## config.mk

```make
export PLATFORM = sky130hd
export DESIGN_NAME = psyx_cell
export DESIGN_NICKNAME = d
export VERILOG_FILES = /design/src/rtl/assert_macros.svh /design/src/rtl/psyx_pkg.sv /design/src/rtl/psyx_cell.sv
export SDC_FILE = /design/constraint.sdc
export NUM_CORES = 1
export LEC_CHECK = 0
export ABC_CLOCK_PERIOD_IN_PS = 7260
export BUFFER_PORTS_ARGS = -buffer_cell sky130_fd_sc_hd__buf_2
export CAP_MARGIN = 10
export CORE_UTILIZATION = 49
export DETAILED_ROUTE_END_ITERATION = 8
export PLACE_DENSITY = 0.87
export SETUP_SLACK_MARGIN = 0.15
export SYNTH_ARGS = -nofsm -noshare
export SYNTH_HDL_FRONTEND = slang
export SYNTH_SLANG_ARGS = --single-unit
```

## constraint.sdc

```tcl
create_clock -name i_clk -period 7.26 [get_ports i_clk]
set_input_delay 0.726 -clock i_clk [delete_from_list [all_inputs] [get_ports i_clk]]
set_output_delay 0.726 -clock i_clk [all_outputs]
set_load 0.005 [all_outputs]
```

## src/rtl/assert_macros.svh

```systemverilog
// ----------------------------------------------------------------------------
// assert_macros.svh
// Shared assertion macros. Every check is clocked on i_clk and is held off
// while i_rst_n is low.
// ----------------------------------------------------------------------------
`ifndef ASSERT_MACROS_SVH
`define ASSERT_MACROS_SVH

// The property must hold at every clock edge outside reset.
`define ASSERT_ALWAYS(name, prop, msg) \
    name: assert property (@(posedge i_clk) disable iff (!i_rst_n) (prop)) \
        else $error(msg);

// When the antecedent holds, the consequent must hold in the same cycle.
`define ASSERT_IMPLIES(name, ante, cons, msg) \
    name: assert property (@(posedge i_clk) disable iff (!i_rst_n) \
        (ante) |-> (cons)) else $error(msg);

`endif

```

## src/rtl/psyx_pkg.sv

```systemverilog
// ----------------------------------------------------------------------------
// psyx_pkg
// Shared types, sizes and the ordering function of the point sorter.
// ----------------------------------------------------------------------------
package psyx_pkg;

    // Capacity of the cell chain, in points.
    localparam int MAX_POINTS = 64;
    // Width of one coordinate.
    localparam int COORD_W = 20;

    // One stored point.
    typedef struct packed {
        logic signed [COORD_W-1:0] y;
        logic signed [COORD_W-1:0] x;
    } t_point;

    // Per-cycle command broadcast to every cell.
    typedef struct packed {
        logic load;   // insert the broadcast point into the chain
        logic shift;  // move every point one cell toward the head
    } t_cell_ctrl;

    // True when point a must come strictly before point b: by y, then by x.
    function automatic logic point_before(input t_point a, input t_point b);
        logic y_lt;
        logic y_eq;
        logic x_lt;
        y_lt = (a.y < b.y);
        y_eq = (a.y == b.y);
        x_lt = (a.x < b.x);
        return y_lt || (y_eq && x_lt);
    endfunction

endpackage

```

## src/rtl/psyx_cell.sv

```systemverilog
// ----------------------------------------------------------------------------
// psyx_cell
// One cell of the insertion-sort chain. It holds one point and a valid bit.
// On a load it keeps its point, takes the broadcast point, or takes the
// point of its lower neighbor; on a shift it takes its upper neighbor's.
// ----------------------------------------------------------------------------
module psyx_cell
    import psyx_pkg::*;
(
    input  logic       i_clk,
    input  logic       i_rst_n,
    input  t_cell_ctrl i_ctrl,
    input  t_point     i_point,       // point being inserted
    input  logic       i_prev_gt,     // lower neighbor lies after the new point
    input  t_point     i_prev_point,
    input  logic       i_prev_valid,
    input  t_point     i_next_point,
    input  logic       i_next_valid,
    output logic       o_gt,
    output t_point     o_point,
    output logic       o_valid
);

    t_point r_point;
    logic   r_valid;

    // The new point belongs at or below this cell when the cell is empty or
    // holds a point that sorts after it.
    assign o_gt = !r_valid || point_before(i_point, r_point);

    // Cell register: the valid bit is cleared by reset, the point is not.
    always_ff @(posedge i_clk) begin
        if (!i_rst_n) begin
            r_valid <= 1'b0;
        end else if (i_ctrl.shift) begin
            r_point <= i_next_point;
            r_valid <= i_next_valid;
        end else if (i_ctrl.load && o_gt) begin
            if (i_prev_gt) begin
                r_point <= i_prev_point;
                r_valid <= i_prev_valid;
            end else begin
                r_point <= i_point;
                r_valid <= 1'b1;
            end
        end
    end

    assign o_point = r_point;
    assign o_valid = r_valid;

endmodule

```

==> results.cfg <==
[pwr]
power_density_nw_per_um2 = 147
power.static_leakage_nw = 2.17
ir_worst_vdd_v = 0.0000922

[yosys]
synth_simple_gate_area_frac = 0.113
synth.lib_cells_used.distinct = 35
yosysTopAreaCell = edfxtp_1
complex_gate_fraction_of_the_synthesized_area = 0.145
yosys_register_bits = 41
netlist_instances = 324
synth.area.mux_share = 0.131
ys_warns = 0
synthAdderAreaFrac = 0.156
synth.top_cells.by_area = edfxtp_1 38%, ha_1 16%, mux2i_1 13%
syn_avg_cell_area_sq_um = 9.67
syn-cell-area_sq_um = 3130
synth_top_family_by_area = adder cells
post_synth_xor_area_fraction = 0
yosysSeqAreaShare = 0.390
synth_nets = 490
synth.top_cell.area_share = 0.384

[sta]
final_hold_viol_count = 0
grt_setup_unrepaired = false
worstMarginPinSlew_ns = 0.710
setup-violations-final = 0
hold_ws_ns = 0.713
setup_skew_after_layout_ns = 0.00358
max_freq_ghz = 0.300
finalCriticalPeriod_ns = 3.33
report.final.slew_viol_count = 0
max_slew_margin = 0.527
final_min_period_over_clock_period = 0.458
setup-tns-final_ns = 0

[die]
initial_core_util = 0.520
core_area_sq_um = 6030
row_count = 28
io_pins = 169
design.die.area_sq_um = 6710
die_h_um = 81.9
die_width_um = 81.9

[route]
drt.antenna.violating_nets = 0
drt_first_pass_iters = 4
detailedRoute.firstIterationViolations = 83
routed-via-count = 2919
routedWlPerCell_um = 13.7
remaining_drc_errors = 0
via_per_inst = 5.18
routed_wirelength_um = 7740

[cts]
tritoncts_clock_tree = yes
postCtsSetupRepairBufs = 0
worst_skew_pair.late_latency_ns = 0.28
cts-root-to-sink-buffers = 2
cts_sinks = 41
post_cts_resized = 0
clkSlewWorstSetupHoldPaths_ns = 0.07
cts-hold-fix-buffers = 0
cts.root.buffer_cell = clkbuf_8
numCtsBuffers = 5
clock_tree.htree_level_count = 2

[layout]
final_layout_size_suffix_gt1_frac = 0.374
filler_cells = 499
layout.nets = 654
area.growth.synth_to_final_pct = 31.8
num_antenna_cells = 0
post-route-util = 0.685

[worst_setup_path]
timing.setup.critical_path_class = primary input to register
worstSetupEndpointType = register
crit_path_top_delay_cell = a21oi_4
critPathLaunchType = primary input
critPathMaxStageDelay_ns = 0.48
path_cells = buf_2 -> ha_1 -> and4_4 -> nand4_4 -> a21oi_2 -> a2111oi_2 -> mux2i_1 -> nor3b_1 -> a21oi_4 -> buf_4
worstPathRequired_ns = 7.22
worst-endpoint-arrival_ns = 3.29
cp_max_fo = 26

[min_path]
timing.hold.worst.class = register to register

[run_status]
status = finished clean

[global_route]
global_route.overflow_total = 0
first_pass_grt_wire_length_um = 11800
antenna_found_initial = 0
maximum_number_of_pins_on_one_net_before_global_route_repair = 87
first_global_vias = 2721
grt_use_total = 0.232

[place]
hpwl_um = 6270
gp_routability_congestion = 0.817
buffer_ports.inserted = 168

[flow_run]
maxCapViolations = 0
## power by group
| part | total (W) | leakage, nW | internal [W] | switching, W |
|---|---|---|---|---|
| Combinational | 0.000172 | 1.74 | 0.0000839 | 0.0000878 |
| Clock | 0.000141 | 0.0395 | 0.0000683 | 0.0000731 |
| Sequential | 0.000293 | 0.394 | 0.000284 | 0.00000905 |
## worst paths after layout
check                end  slack [ns]   startpoint  cells past startpoint
max reg2reg  o_point[30]        4.09  o_point[31]                     10
min              o_valid        0.71      o_valid                      2
max          o_point[30]        3.93  i_point[39]                     10
min reg2reg      o_valid        0.71      o_valid                      2
## logic make-up after synthesis
logic type	count (synthesis)
AOI/OAI and AO/OA	79
muxes	41
and+or+nand+nor	70
adders and majority gates	39
DFF	41
buffers and inverters	54
## worst max-delay path, delay by kind of cell
kind            cells  cell delay [ns]
mux                 1             0.35
compound gates      3             0.89
simple gates        3             0.44
buf+inv             2             0.54
fa+ha+maj           1             0.32
## flip-flops by register name, summed over array words and instances (netlist names)
signal,count
o_point,40
o_valid,1
## layer usage
layer | global-route usage | up-vias | wire length (um)
li1 | - | 1492 | -
met1 | 0.258 | 1294 | 3060
met2 | 0.439 | 124 | 3920
met3 | 0.0467 | 9 | 639
met4 | 0.0719 | 0 | 120
met5 | 0 | - | 0
## cell usage after synthesis, drive strengths merged
master,count
nor2b,1
or2b,1
clkbuf,10
nor2,1
buf,4
o211ai,1
edfxtp,40
and3,1
a21o,6
and4,2
dfxtp,1
o41ai,1
mux2i,41
nand4,6
a2111oi,1
nand3,2
nor4bb,2
nor3,1
nand3b,1
a211oi,1
nand2,47
o21ai,49
nand2b,3
a2111o,1
a21oi,14
nor4,1
ha,39
a21bo,1
a31oi,2
nor3b,1
a221oi,1
inv,40
o31a,1
## cell usage in the layout, fill, tap and decap left out, types with 2 or more instances in the layout
cell type | netlist | final
and4_4 | 2 | 2
a21oi_1 | 13 | 12
o21ai_0 | 49 | 49
clkbuf_8 | 0 | 5
a31oi_1 | 2 | 2
buf_4 | 0 | 3
nand2_1 | 47 | 47
mux2i_1 | 41 | 41
buf_2 | 0 | 168
inv_1 | 40 | 40
a21o_1 | 6 | 6
nor4bb_1 | 2 | 2
edfxtp_1 | 40 | 40
nand4_1 | 5 | 5
clkbuf_1 | 10 | 3
ha_1 | 39 | 39
nand3_1 | 2 | 2
nand2b_1 | 3 | 3
## per-stage QoR
stage | setup WS (ns) | total power (W) | cell area (sq um) | instances
2_1_floorplan | 2.74 | 0.000391 | 3130 | 324
3_3_place_gp | 3.67 | 0.000463 | 4050 | 556
3_5_place_dp | 3.63 | 0.000472 | 4050 | 556
4_1_cts | 3.91 | 0.000613 | 4130 | 564
5_1_grt | 3.73 | 0.000642 | 4130 | 564
6_report | 3.93 | 0.000606 | 4130 | 564
## area by class of cell
class                   instances  area (sq um)  area share
flip-flops and latches         41          1220       0.296
multi-input cells             229          1720       0.416
inverters                      40           150      0.0364
repair buffers                171           863       0.209
clock buffers                   8          80.1      0.0194
well taps                      75          93.8      0.0227
(Power assumes the default switching activity.)
